## config.mk

```make
export PLATFORM = sky130hd
export DESIGN_NAME = tsv_line_column_splitter
export DESIGN_NICKNAME = d
export VERILOG_FILES = /design/src/rtl/core/tsvlcs_pkg.sv /design/src/rtl/core/tsv_line_column_splitter.sv
export SDC_FILE = /design/constraint.sdc
export NUM_CORES = 1
export LEC_CHECK = 0
export BUFFER_PORTS_ARGS = -buffer_cell sky130_fd_sc_hd__buf_2
export CORE_MARGIN = 2
export CORE_UTILIZATION = 35
export CTS_CLUSTER_DIAMETER = 200
export DETAILED_ROUTE_END_ITERATION = 12
export SLEW_MARGIN = 10
export SYNTH_ARGS = -nofsm -noshare
export SYNTH_HDL_FRONTEND = slang
export SYNTH_SLANG_ARGS = --single-unit
```

## constraint.sdc

```tcl
create_clock -name clk_i -period 13.1 [get_ports clk_i]
set_clock_uncertainty 0.15 [all_clocks]
set_input_delay 3.275 -clock clk_i [delete_from_list [all_inputs] [get_ports clk_i]]
set_output_delay 3.275 -clock clk_i [all_outputs]
set_load 0.02 [all_outputs]
```

## src/rtl/core/tsvlcs_pkg.sv

```systemverilog
`default_nettype none

package tsvlcs_pkg;

  // Column buffer depth and the widths that follow from it.
  localparam int unsigned COLUMN_DEPTH = 64;
  localparam int unsigned ADDR_W       = (COLUMN_DEPTH > 1) ? $clog2(COLUMN_DEPTH) : 1;
  localparam int unsigned LEN_W        = $clog2(COLUMN_DEPTH + 1);

  // Input word kinds.
  localparam logic KIND_TEXT = 1'b0;
  localparam logic KIND_END  = 1'b1;

  // Characters with a meaning to the parser.
  localparam logic [7:0] CH_TAB   = 8'h09;
  localparam logic [7:0] CH_LF    = 8'h0A;
  localparam logic [7:0] CH_CR    = 8'h0D;
  localparam logic [7:0] CH_QUOTE = 8'h22;

endpackage : tsvlcs_pkg

`default_nettype wire

```

## src/rtl/core/tsv_line_column_splitter.sv

```systemverilog
// TSV line and column splitter.
// Input channel (in_valid_i / in_ready_o): one word per text byte (kind_i = 0,
// data_byte_i) or an end-of-text marker (kind_i = 1). Output channel
// (out_valid_o / out_ready_i): one word per column byte, with column_last_o
// and line_last_o marking the ends of columns and lines; an empty column gives
// a single word with byte_valid_o = 0. Columns split at TAB, lines at CR LF.
// Quoted columns lose their outer quotes and doubled quotes collapse.
// Bytes of a column go into a single-port-write, registered-read buffer of
// COLUMN_DEPTH bytes; extra bytes are dropped and overflow_o is set on every
// word of that column.
// Intake: plain text bytes are taken while the block is idle; a CR followed by
// other content also passes through ST_PUT2 to store the byte after the CR.
// Closing a column steps through setup, then a read and an evaluate for each
// byte read back from the buffer, then the end check and finish; the buffer's
// registered read sets this pace. Input is not taken while a column drains.
// Reset: parser goes between columns, column empty, output empty. Buffer
// contents stay undefined and are never read before written.
// Receiver stall: the output register holds its word, and draining waits.
`default_nettype none

module tsv_line_column_splitter (
  input  wire logic       clk_i,
  input  wire logic       rst_ni,
  input  wire logic       in_valid_i,
  output logic            in_ready_o,
  input  wire logic       kind_i,
  input  wire logic [7:0] data_byte_i,
  output logic            out_valid_o,
  input  wire logic       out_ready_i,
  output logic [7:0]      out_byte_o,
  output logic            byte_valid_o,
  output logic            column_last_o,
  output logic            line_last_o,
  output logic            overflow_o
);
  import tsvlcs_pkg::*;

  typedef enum logic [1:0] {PS_BETWEEN, PS_COLUMN, PS_AFTER_CR} parse_e;
  typedef enum logic [2:0] {ST_IDLE, ST_PUT2, ST_SETUP, ST_RD, ST_EV, ST_FIN} ctl_e;

  // Column buffer: written at the fill point, read one entry at a time.
  logic [7:0]        mem [COLUMN_DEPTH];
  logic              wr_en;
  logic [ADDR_W-1:0] wr_addr;
  logic [7:0]        wr_data;
  logic              rd_en;
  logic [7:0]        rdata_q;

  parse_e           ps_q, ps_d;
  ctl_e             ctl_q, ctl_d;
  logic [LEN_W-1:0] len_q, len_d;
  logic [7:0]       first_q, first_d;
  logic [7:0]       last_q, last_d;
  logic             ovf_q, ovf_d;
  logic             lhc_q, lhc_d;      // a column of this line has closed
  logic             le_q, le_d;        // the closing column ends the line
  logic [7:0]       c2_q, c2_d;        // byte stored after a lone CR
  logic             quoted_q, quoted_d;
  logic [LEN_W-1:0] hi_q, hi_d;
  logic [LEN_W-1:0] idx_q, idx_d;
  logic [7:0]       held_q, held_d;    // candidate byte awaiting its successor
  logic             held_v_q, held_v_d;
  logic             pend_q, pend_d;    // last kept byte was an unpaired quote

  logic             out_valid_q, out_valid_d;
  logic [7:0]       out_byte_q, out_byte_d;
  logic             byte_valid_q, byte_valid_d;
  logic             col_last_q, col_last_d;
  logic             line_last_q, line_last_d;
  logic             out_ovf_q, out_ovf_d;

  logic             in_fire;
  logic             can_push;
  logic             push;
  logic             wr_req;
  logic [7:0]       wr_byte;
  logic             skip;

  assign in_ready_o = (ctl_q == ST_IDLE);
  assign in_fire    = in_valid_i && in_ready_o;
  assign can_push   = !out_valid_q || out_ready_i;
  assign skip       = quoted_q && pend_q && (rdata_q == CH_QUOTE);
  assign wr_addr    = len_q[ADDR_W-1:0];
  assign wr_data    = wr_byte;

  always_comb begin
    ps_d     = ps_q;
    ctl_d    = ctl_q;
    len_d    = len_q;
    first_d  = first_q;
    last_d   = last_q;
    ovf_d    = ovf_q;
    lhc_d    = lhc_q;
    le_d     = le_q;
    c2_d     = c2_q;
    quoted_d = quoted_q;
    hi_d     = hi_q;
    idx_d    = idx_q;
    held_d   = held_q;
    held_v_d = held_v_q;
    pend_d   = pend_q;
    wr_req   = 1'b0;
    wr_byte  = data_byte_i;
    rd_en    = 1'b0;
    push     = 1'b0;
    out_byte_d   = out_byte_q;
    byte_valid_d = byte_valid_q;
    col_last_d   = col_last_q;
    line_last_d  = line_last_q;
    out_ovf_d    = out_ovf_q;

    unique case (ctl_q)
      ST_IDLE: begin
        if (in_fire) begin
          if (kind_i == KIND_END) begin
            // Close whatever is pending, then start over between columns.
            unique case (ps_q)
              PS_COLUMN: begin
                le_d  = 1'b1;
                ctl_d = ST_SETUP;
              end
              PS_AFTER_CR: begin
                wr_req  = 1'b1;
                wr_byte = CH_CR;
                le_d    = 1'b1;
                ctl_d   = ST_SETUP;
              end
              default: begin
                if (lhc_q) begin
                  le_d  = 1'b1;
                  ctl_d = ST_SETUP;
                end
              end
            endcase
            ps_d  = PS_BETWEEN;
            lhc_d = 1'b0;
          end else begin
            unique case (ps_q)
              PS_COLUMN: begin
                if (data_byte_i == CH_TAB) begin
                  le_d  = 1'b0;
                  lhc_d = 1'b1;
                  ps_d  = PS_BETWEEN;
                  ctl_d = ST_SETUP;
                end else if (data_byte_i == CH_CR) begin
                  ps_d = PS_AFTER_CR;
                end else begin
                  wr_req = 1'b1;
                end
              end
              PS_AFTER_CR: begin
                if (data_byte_i == CH_LF) begin
                  le_d  = 1'b1;
                  lhc_d = 1'b0;
                  ps_d  = PS_BETWEEN;
                  ctl_d = ST_SETUP;
                end else if (data_byte_i == CH_CR) begin
                  wr_req  = 1'b1;
                  wr_byte = CH_CR;
                end else begin
                  // Keep the CR as content and store the byte next cycle.
                  wr_req  = 1'b1;
                  wr_byte = CH_CR;
                  c2_d    = data_byte_i;
                  ps_d    = PS_COLUMN;
                  ctl_d   = ST_PUT2;
                end
              end
              default: begin
                if (data_byte_i == CH_TAB) begin
                  le_d  = 1'b0;
                  lhc_d = 1'b1;
                  ps_d  = PS_BETWEEN;
                  ctl_d = ST_SETUP;
                end else if (data_byte_i == CH_CR) begin
                  ps_d = PS_AFTER_CR;
                end else begin
                  wr_req = 1'b1;
                  ps_d   = PS_COLUMN;
                end
              end
            endcase
          end
        end
      end
      ST_PUT2: begin
        wr_req  = 1'b1;
        wr_byte = c2_q;
        ctl_d   = ST_IDLE;
      end
      ST_SETUP: begin
        // Quote test on the first and last stored bytes.
        quoted_d = (len_q >= LEN_W'(2)) && (first_q == CH_QUOTE) && (last_q == CH_QUOTE);
        idx_d    = quoted_d ? LEN_W'(1) : '0;
        hi_d     = quoted_d ? (len_q - LEN_W'(1)) : len_q;
        held_v_d = 1'b0;
        pend_d   = 1'b0;
        ctl_d    = ST_RD;
      end
      ST_RD: begin
        if (idx_q < hi_q) begin
          rd_en = 1'b1;
          ctl_d = ST_EV;
        end else begin
          ctl_d = ST_FIN;
        end
      end
      ST_EV: begin
        if (skip) begin
          // Drop the second quote of a doubled pair.
          pend_d = 1'b0;
          idx_d  = idx_q + LEN_W'(1);
          ctl_d  = ST_RD;
        end else if (!held_v_q || can_push) begin
          if (held_v_q) begin
            push         = 1'b1;
            out_byte_d   = held_q;
            byte_valid_d = 1'b1;
            col_last_d   = 1'b0;
            line_last_d  = 1'b0;
            out_ovf_d    = ovf_q;
          end
          held_d   = rdata_q;
          held_v_d = 1'b1;
          pend_d   = quoted_q && (rdata_q == CH_QUOTE);
          idx_d    = idx_q + LEN_W'(1);
          ctl_d    = ST_RD;
        end
      end
      ST_FIN: begin
        if (can_push) begin
          push         = 1'b1;
          out_byte_d   = held_v_q ? held_q : 8'h00;
          byte_valid_d = held_v_q;
          col_last_d   = 1'b1;
          line_last_d  = le_q;
          out_ovf_d    = ovf_q;
          len_d        = '0;
          ovf_d        = 1'b0;
          held_v_d     = 1'b0;
          ctl_d        = ST_IDLE;
        end
      end
      default: ctl_d = ST_IDLE;
    endcase

    // Append to the column, or flag the overflow once it is full.
    wr_en = 1'b0;
    if (wr_req) begin
      if (len_q < LEN_W'(COLUMN_DEPTH)) begin
        wr_en  = 1'b1;
        len_d  = len_q + LEN_W'(1);
        last_d = wr_byte;
        if (len_q == '0) begin
          first_d = wr_byte;
        end
      end else begin
        ovf_d = 1'b1;
      end
    end

    if (push) begin
      out_valid_d = 1'b1;
    end else if (out_ready_i) begin
      out_valid_d = 1'b0;
    end else begin
      out_valid_d = out_valid_q;
    end
  end

  always_ff @(posedge clk_i or negedge rst_ni) begin
    if (!rst_ni) begin
      ps_q         <= PS_BETWEEN;
      ctl_q        <= ST_IDLE;
      len_q        <= '0;
      ovf_q        <= 1'b0;
      lhc_q        <= 1'b0;
      le_q         <= 1'b0;
      held_v_q     <= 1'b0;
      pend_q       <= 1'b0;
      quoted_q     <= 1'b0;
      hi_q         <= '0;
      idx_q        <= '0;
      out_valid_q  <= 1'b0;
      first_q      <= '0;
      last_q       <= '0;
      c2_q         <= '0;
      held_q       <= '0;
      out_byte_q   <= '0;
      byte_valid_q <= 1'b0;
      col_last_q   <= 1'b0;
      line_last_q  <= 1'b0;
      out_ovf_q    <= 1'b0;
    end else begin
      ps_q         <= ps_d;
      ctl_q        <= ctl_d;
      len_q        <= len_d;
      ovf_q        <= ovf_d;
      lhc_q        <= lhc_d;
      le_q         <= le_d;
      held_v_q     <= held_v_d;
      pend_q       <= pend_d;
      quoted_q     <= quoted_d;
      hi_q         <= hi_d;
      idx_q        <= idx_d;
      out_valid_q  <= out_valid_d;
      first_q      <= first_d;
      last_q       <= last_d;
      c2_q         <= c2_d;
      held_q       <= held_d;
      out_byte_q   <= out_byte_d;
      byte_valid_q <= byte_valid_d;
      col_last_q   <= col_last_d;
      line_last_q  <= line_last_d;
      out_ovf_q    <= out_ovf_d;
    end
  end

  always_ff @(posedge clk_i) begin
    if (wr_en) begin
      mem[wr_addr] <= wr_data;
    end
  end

  always_ff @(posedge clk_i) begin
    if (rd_en) begin
      rdata_q <= mem[idx_q[ADDR_W-1:0]];
    end
  end

  assign out_valid_o   = out_valid_q;
  assign out_byte_o    = out_byte_q;
  assign byte_valid_o  = byte_valid_q;
  assign column_last_o = col_last_q;
  assign line_last_o   = line_last_q;
  assign overflow_o    = out_ovf_q;

  // The fill count never passes the buffer depth.
  a_len_bound: assert property (@(posedge clk_i) disable iff (!rst_ni)
    len_q <= LEN_W'(COLUMN_DEPTH))
    else $error("column length beyond buffer depth");

  // No buffer write while a column drains.
  a_no_wr_drain: assert property (@(posedge clk_i) disable iff (!rst_ni)
    (ctl_q == ST_RD || ctl_q == ST_EV || ctl_q == ST_FIN) |-> !wr_en)
    else $error("buffer written while draining");

  // An overflowed column has a full buffer.
  a_ovf_full: assert property (@(posedge clk_i) disable iff (!rst_ni)
    ovf_q |-> (len_q == LEN_W'(COLUMN_DEPTH)))
    else $error("overflow without full buffer");

  // An empty-column word and a line end always close the column.
  a_col_last: assert property (@(posedge clk_i) disable iff (!rst_ni)
    (out_valid_q && (!byte_valid_q || line_last_q)) |-> col_last_q)
    else $error("empty column or line end without column end");

  // Reads stay inside the stored part of the column.
  a_rd_range: assert property (@(posedge clk_i) disable iff (!rst_ni)
    rd_en |-> (idx_q < len_q))
    else $error("buffer read beyond fill point");

endmodule : tsv_line_column_splitter

`default_nettype wire

```

# ---- Word-level counts from Yosys, hierarchy flattened
# Memories as Yosys holds them, arrays and structs flattened. A register that Yosys moved wholly into a read port is not among the register bits.
# Index checks and enable logic that the tools add are counted.
dict set report word_totals {
  ff_bits 77
  mem_bits_rw 512
  inputBits 13
  output_inout_bits 14
  elab_cells 188
  memories 1
}
# memory words word_bits read_ports rd_ports_with_merged_regs wr line
set memory_table {}
lappend memory_table {mem 64 8 1 1 1 tsv_line_column_splitter.sv:42} ;# logic [7:0] mem [COLUMN_DEPTH];
dict set report classes {
  addsub 3
  n_lt_le_gt_ge 3
  n_eq_ne 26
  mux 101
  bitwise_logic 4
  reduce_logical 29
}
# cell n
set ops {}
lappend ops {{$mux 8} 10}
lappend ops {{$mux 1} 53}
lappend ops {{$mux 7} 7}
lappend ops {{$mux 3} 11}
lappend ops {{$pmux 8 s2} 2}
lappend ops {{$eq 8x4->1 const B} 3}
lappend ops {{$eq 8x6->1 const B} 3}
lappend ops {{$pmux 3 s5} 1}
lappend ops {{$add 7x1->7 const B} 2}
lappend ops {{$mux 2} 7}
lappend ops {{$pmux 1 s2} 7}
lappend ops {{$pmux 7 s2} 1}
lappend ops {{$reduce_and 4->1} 3}
lappend ops {{$reduce_and 6->1} 2}
lappend ops {{$reduce_and 5->1} 2}
lappend ops {{$ne 2x2->1 const B} 4}
lappend ops {{$ne 4x4->1 const B} 2}
lappend ops {{$ge 7x2->1 const B} 1}
lappend ops {{$logic_not 7->1} 1}
lappend ops {{$lt 7x7->1} 1}
lappend ops {{$lt 7x7->1 const B} 1}
lappend ops {{$sub 7x1->7 const B} 1}
lappend ops {{$eq 3x2->1 const B} 2}
lappend ops {{$eq 3x3->1 const B} 2}
lappend ops {{21 further kinds} 37}

# ---- Longest topological paths before layout
dict set report logic_depth {
  ltp_word 10
  depth_mapped 9
  depth_no_buf 7
}

# ---- Worst setup path before layout
# OpenSTA, ideal clock, no wires.
dict set report synth_path {
  path_type {input-to-reg}
  from {in data_byte_i[7]}
  to {mem mem[0][1] (data pin)}
  t_arrival_ns 7.073
  required_ns 12.215
  setup_slack_ns 5.142
  stages 4
  path_cell_list {or4_1 -> or2_2 -> clkbuf_1 -> o31ai_1}
}
dict set report synth_via {
  elab_chain_len 6
}
# element line
set synth_rtl {}
lappend synth_rtl {{start: declaration} tsv_line_column_splitter.sv:27} ;# input wire logic [7:0] data_byte_i,
lappend synth_rtl {{$eq 8x4->1} tsv_line_column_splitter.sv:152} ;# if (data_byte_i == CH_LF) begin
lappend synth_rtl {{$mux 8} tsv_line_column_splitter.sv:152}
lappend synth_rtl {{$mux 8} tsv_line_column_splitter.sv:138} ;# unique case (ps_q)
lappend synth_rtl {{$mux 8} tsv_line_column_splitter.sv:115} ;# if (kind_i == KIND_END) begin
lappend synth_rtl {{$mux 8} tsv_line_column_splitter.sv:114} ;# if (in_fire) begin
lappend synth_rtl {{$pmux 8 s2} tsv_line_column_splitter.sv:112} ;# unique case (ctl_q)
lappend synth_rtl {{net wr_byte[1]} tsv_line_column_splitter.sv:76} ;# logic [7:0] wr_byte;
lappend synth_rtl {{end: declaration} tsv_line_column_splitter.sv:42}
# The timed path passes the listed nets, and every way through them passes these cells.

# ---- Worst setup path in the final report
dict set report layout_path {
  from {in in_valid_i}
  to {mem mem[14][4], enable pin}
}
dict set report layout_via {
  elab_chain_len 6
}
# element line
set layout_rtl {}
lappend layout_rtl {{start: declaration} tsv_line_column_splitter.sv:24} ;# input wire logic in_valid_i,
lappend layout_rtl {{$logic_and 1x1->1} tsv_line_column_splitter.sv:80} ;# assign in_fire = in_valid_i && in_ready_o;
lappend layout_rtl {{$mux 1} tsv_line_column_splitter.sv:114}
lappend layout_rtl {{$pmux 1 s2} tsv_line_column_splitter.sv:112}
lappend layout_rtl {{$mux 1} tsv_line_column_splitter.sv:249} ;# if (wr_req) begin
lappend layout_rtl {{$mux 1} tsv_line_column_splitter.sv:320} ;# if (wr_en) begin
lappend layout_rtl {{$mux 1 (implied by the code)} tsv_line_column_splitter.sv:321} ;# mem[wr_addr] <= wr_data;
# Every way passes these cells.

==> impl_metrics.json <==
{
  "cp_cell_sequence": "buf_2 > nor4b_4 > nand2_1 > o211ai_2 > nand4_1 > nor2_1",
  "post_drt_wl_per_cell_um": 25.7,
  "antenna_found_initial": 0,
  "setup_viol": 0,
  "io_buffers": 26,
  "slowest_delay_ns": 0.96,
  "drt_pass1_iterations": 5,
  "p_leak_nw": 8.69,
  "synth_flop_cell": "edfxtp_1",
  "clock_sinks": 597,
  "hpwl_mm": 35.6,
  "rows": 96,
  "vias": 12900,
  "grtUsageMet2": 0.269,
  "track_usage": 0.169,
  "ctsHoldBuffers": 0,
  "yosysWarnings": 0,
  "fmax_mhz": 150,
  "slowest_stage": "nand4_1",
  "drive_gt1_frac": 0.219,
  "yosysSeqAreaShare": 0.728,
  "clock_power_share": 0.337,
  "h-tree-depth": 2,
  "drt-initial-drc-count": 1497,
  "fin_setup_tns_ns": 0,
  "routabilityCongestion": 0.826,
  "p_sw_frac": 0.276,
  "drc_errors": 0,
  "grt_util_met3": 0.0314,
  "grt_overflow_total": 0,
  "p_seq_frac": 0.485,
  "ys_async_sr_fraction": 0.129,
  "drv_cap": 0,
  "total_power_w": 0.00491,
  "min_from": "byte_valid_o",
  "fp.dieW_um": 266,
  "viasPerCell": 5.56,
  "status": "finished, final reports clean",
  "first_global_vias": 12900,
  "syn_nets": 1371,
  "syn_area_um2": 24100,
  "ys_top_cells_by_area": "edfxtp_1 65%, mux4_2 11%, dfrtp_1 8.0%",
  "clockBufferDepth": 3,
  "worst_setup_path_end_kind": "flop",
  "nets": 1409,
  "slew_violations": 0,
  "clk_pin_slew_ns": 0.06,
  "final.period_utilization": 0.510,
  "cp.required_ns": 13.20,
  "grt_setup_unrepaired": "false",
  "crit_start": "in_valid_i",
  "synth_cell_types": 62,
  "dieArea_um2": 70900,
  "core_area_um2": 68300,
  "synth_top_area_cell": "edfxtp_1",
  "critPathLaunchType": "input port",
  "worstPathMaxFanout": 17,
  "wl_mm": 59.5,
  "power_frac_comb": 0.178,
  "path_class": "input port to flop",
  "intPower_w": 0.00355,
  "hold_viol_final": 0,
  "fill_cells": 6037,
  "slew_headroom": 0.257,
  "clk_latency_ns": 0.64,
  "hold_path.class": "flop to flop",
  "reg2reg_from": "ctl_q[1]",
  "cts_resized": 0,
  "p_sw_w": 0.00136,
  "synth-seq-cells": 597,
  "start_util": 0.352,
  "die_y_um": 266,
  "synth_top_area_share": 0.648,
  "grt_pass1_wl_mm": 87.6,
  "cts_setup_buffers": 0,
  "worstMarginPinSlew_ns": 1.10,
  "avgSynthCellArea_um2": 17.9,
  "synth_edf_count": 520,
  "period_needed_ns": 6.68,
  "use_met1": 0.237,
  "grt_max_degree": 78,
  "holdWs_ns": 0.320,
  "ir_worst_vdd_v": 0.000101,
  "top_level_ports": 27,
  "crit_arrival_ns": 6.78,
  "busiest_layer": "met2",
  "netlist_instances": 1345,
  "power_density_nw_per_um2": 181,
  "cts_buffers": 59,
  "cts_tree": "yes",
  "antenna_cells": 0,
  "clock-root-buffer": "clkbuf_16",
  "area_delta_synth_final_pct": 12.8,
  "ant_nets": 0
}
==> cell type report <==
type | instances | area (um2) | area share
clock inverters | 37 | 325 | 0.0120
clock buffers | 72 | 1560 | 0.0573
inverters | 22 | 82.6 | 0.00304
well taps | 882 | 1100 | 0.0406
repair buffers | 49 | 305 | 0.0112
multi-input cells | 654 | 6250 | 0.230
flip-flops and latches | 597 | 17500 | 0.646
==> worst max-delay path, delay by kind of cell <==
kind,cells,cell delay (ns)
simple gates,4,2.61
buf+inv,1,0.10
compound gates,1,0.78
==> power groups by stage <==
stage / logic (W) / registers, W / clock network [W]
floorplan: 0.000601 / 0.00239 / 0
global placement: 0.000877 / 0.00242 / 0
detailed placement: 0.000879 / 0.00242 / 0
CTS: 0.000884 / 0.00238 / 0.00168
global route: 0.000944 / 0.00240 / 0.00176
finish: 0.000874 / 0.00238 / 0.00165
==> kinds of logic (layout without fill, tap and decap cells) <==
family          after synthesis  in the layout  synth area share
flops                       597            597             0.728
simple gates                276            276            0.0572
mux                         188            188             0.141
compound gates              172            172            0.0494
buf+inv                      94            180            0.0157
fa+ha+maj                    13             13           0.00675
xor+xnor                      5              5           0.00182
==> synthesized netlist by cell type (4+ instances only) <==
cell,number
a22o_1,17
mux2i_1,27
or3_1,6
nand3b_1,6
ha_1,13
a22oi_1,40
a221oi_1,8
edfxtp_1,520
nor4b_1,4
o221ai_1,6
o31ai_1,4
inv_1,22
o211ai_1,6
clkbuf_1,39
nand2b_1,10
xnor2_1,5
buf_1,13
nor2b_1,11
nand3_1,34
nand4_1,12
and2_1,4
nor2_1,89
buf_2,20
a31oi_1,7
mux2_2,43
nor3_1,8
mux4_2,116
o21ai_0,30
dfrtp_1,77
nand2_1,67
a21oi_1,33
==> sequential cells by signal, summed over array words and instances (netlist names), 2 cells and up <==
register,cells
c2_q,8
ctl_q,3
first_q,8
held_q,8
hi_q,7
idx_q,7
last_q,8
len_q,7
mem,512
out_byte_o,8
ps_q,2
rdata_q,8
==> layer usage <==
metal / part of all wire / vias to the layer above
li1: - / 5483
met1: 0.42 / 6733
met2: 0.47 / 562
met3: 0.077 / 86
met4: 0.025 / 0
met5: 0 / -
==> cell usage in the layout, fill, tap and decap left out, types with 7 or more instances in the layout <==
cell       netlist  layout
edfxtp_1       520     520
mux4_2         116     116
nor2_1          89      88
dfrtp_1         77      75
nand2_1         67      67
clkbuf_16        0      60
mux2_2          43      43
a22oi_1         40      40
a21oi_1         33      33
nand3_1         34      31
mux2i_1         27      27
o21ai_0         30      26
buf_2           20      25
buf_4            0      24
inv_1           22      22
a22o_1          17      17
clkinv_1         0      15
ha_1            13      13
nand4_1         12      12
clkbuf_1        39      11
nor2b_1         11      10
nand2b_1        10      10
clkinv_2         0       9
a221oi_1         8       8
nor3_1           8       8
a31oi_1          7       7
==> final timing paths <==
path / endpoint / slack (ns) / depth (start not counted)
worst min register to register: byte_valid_o / 0.32 / 1
worst max-delay path: mem[14][4] / 6.42 / 6
worst min-delay path: byte_valid_o / 0.32 / 1
max in group asynchronous: idx_q[0] / 9.38 / 1
worst max register to register: mem[14][4] / 8.36 / 5
min in group asynchronous: ctl_q[0] / 2.66 / 1
==> metrics by stage <==
stage                     cells  worst slack [ns]  area, um2  utilization
after floorplan            1345              5.14      24100            -
after global placement     2204              5.96      25300        0.370
after detailed placement   2204              5.85      25300        0.370
after CTS                  2313              6.50      27200        0.398
after global routing       2313              6.13      27200        0.398
final                      2313              6.42      27200        0.398
No activity file was read; power rests on OpenSTA's default activity.
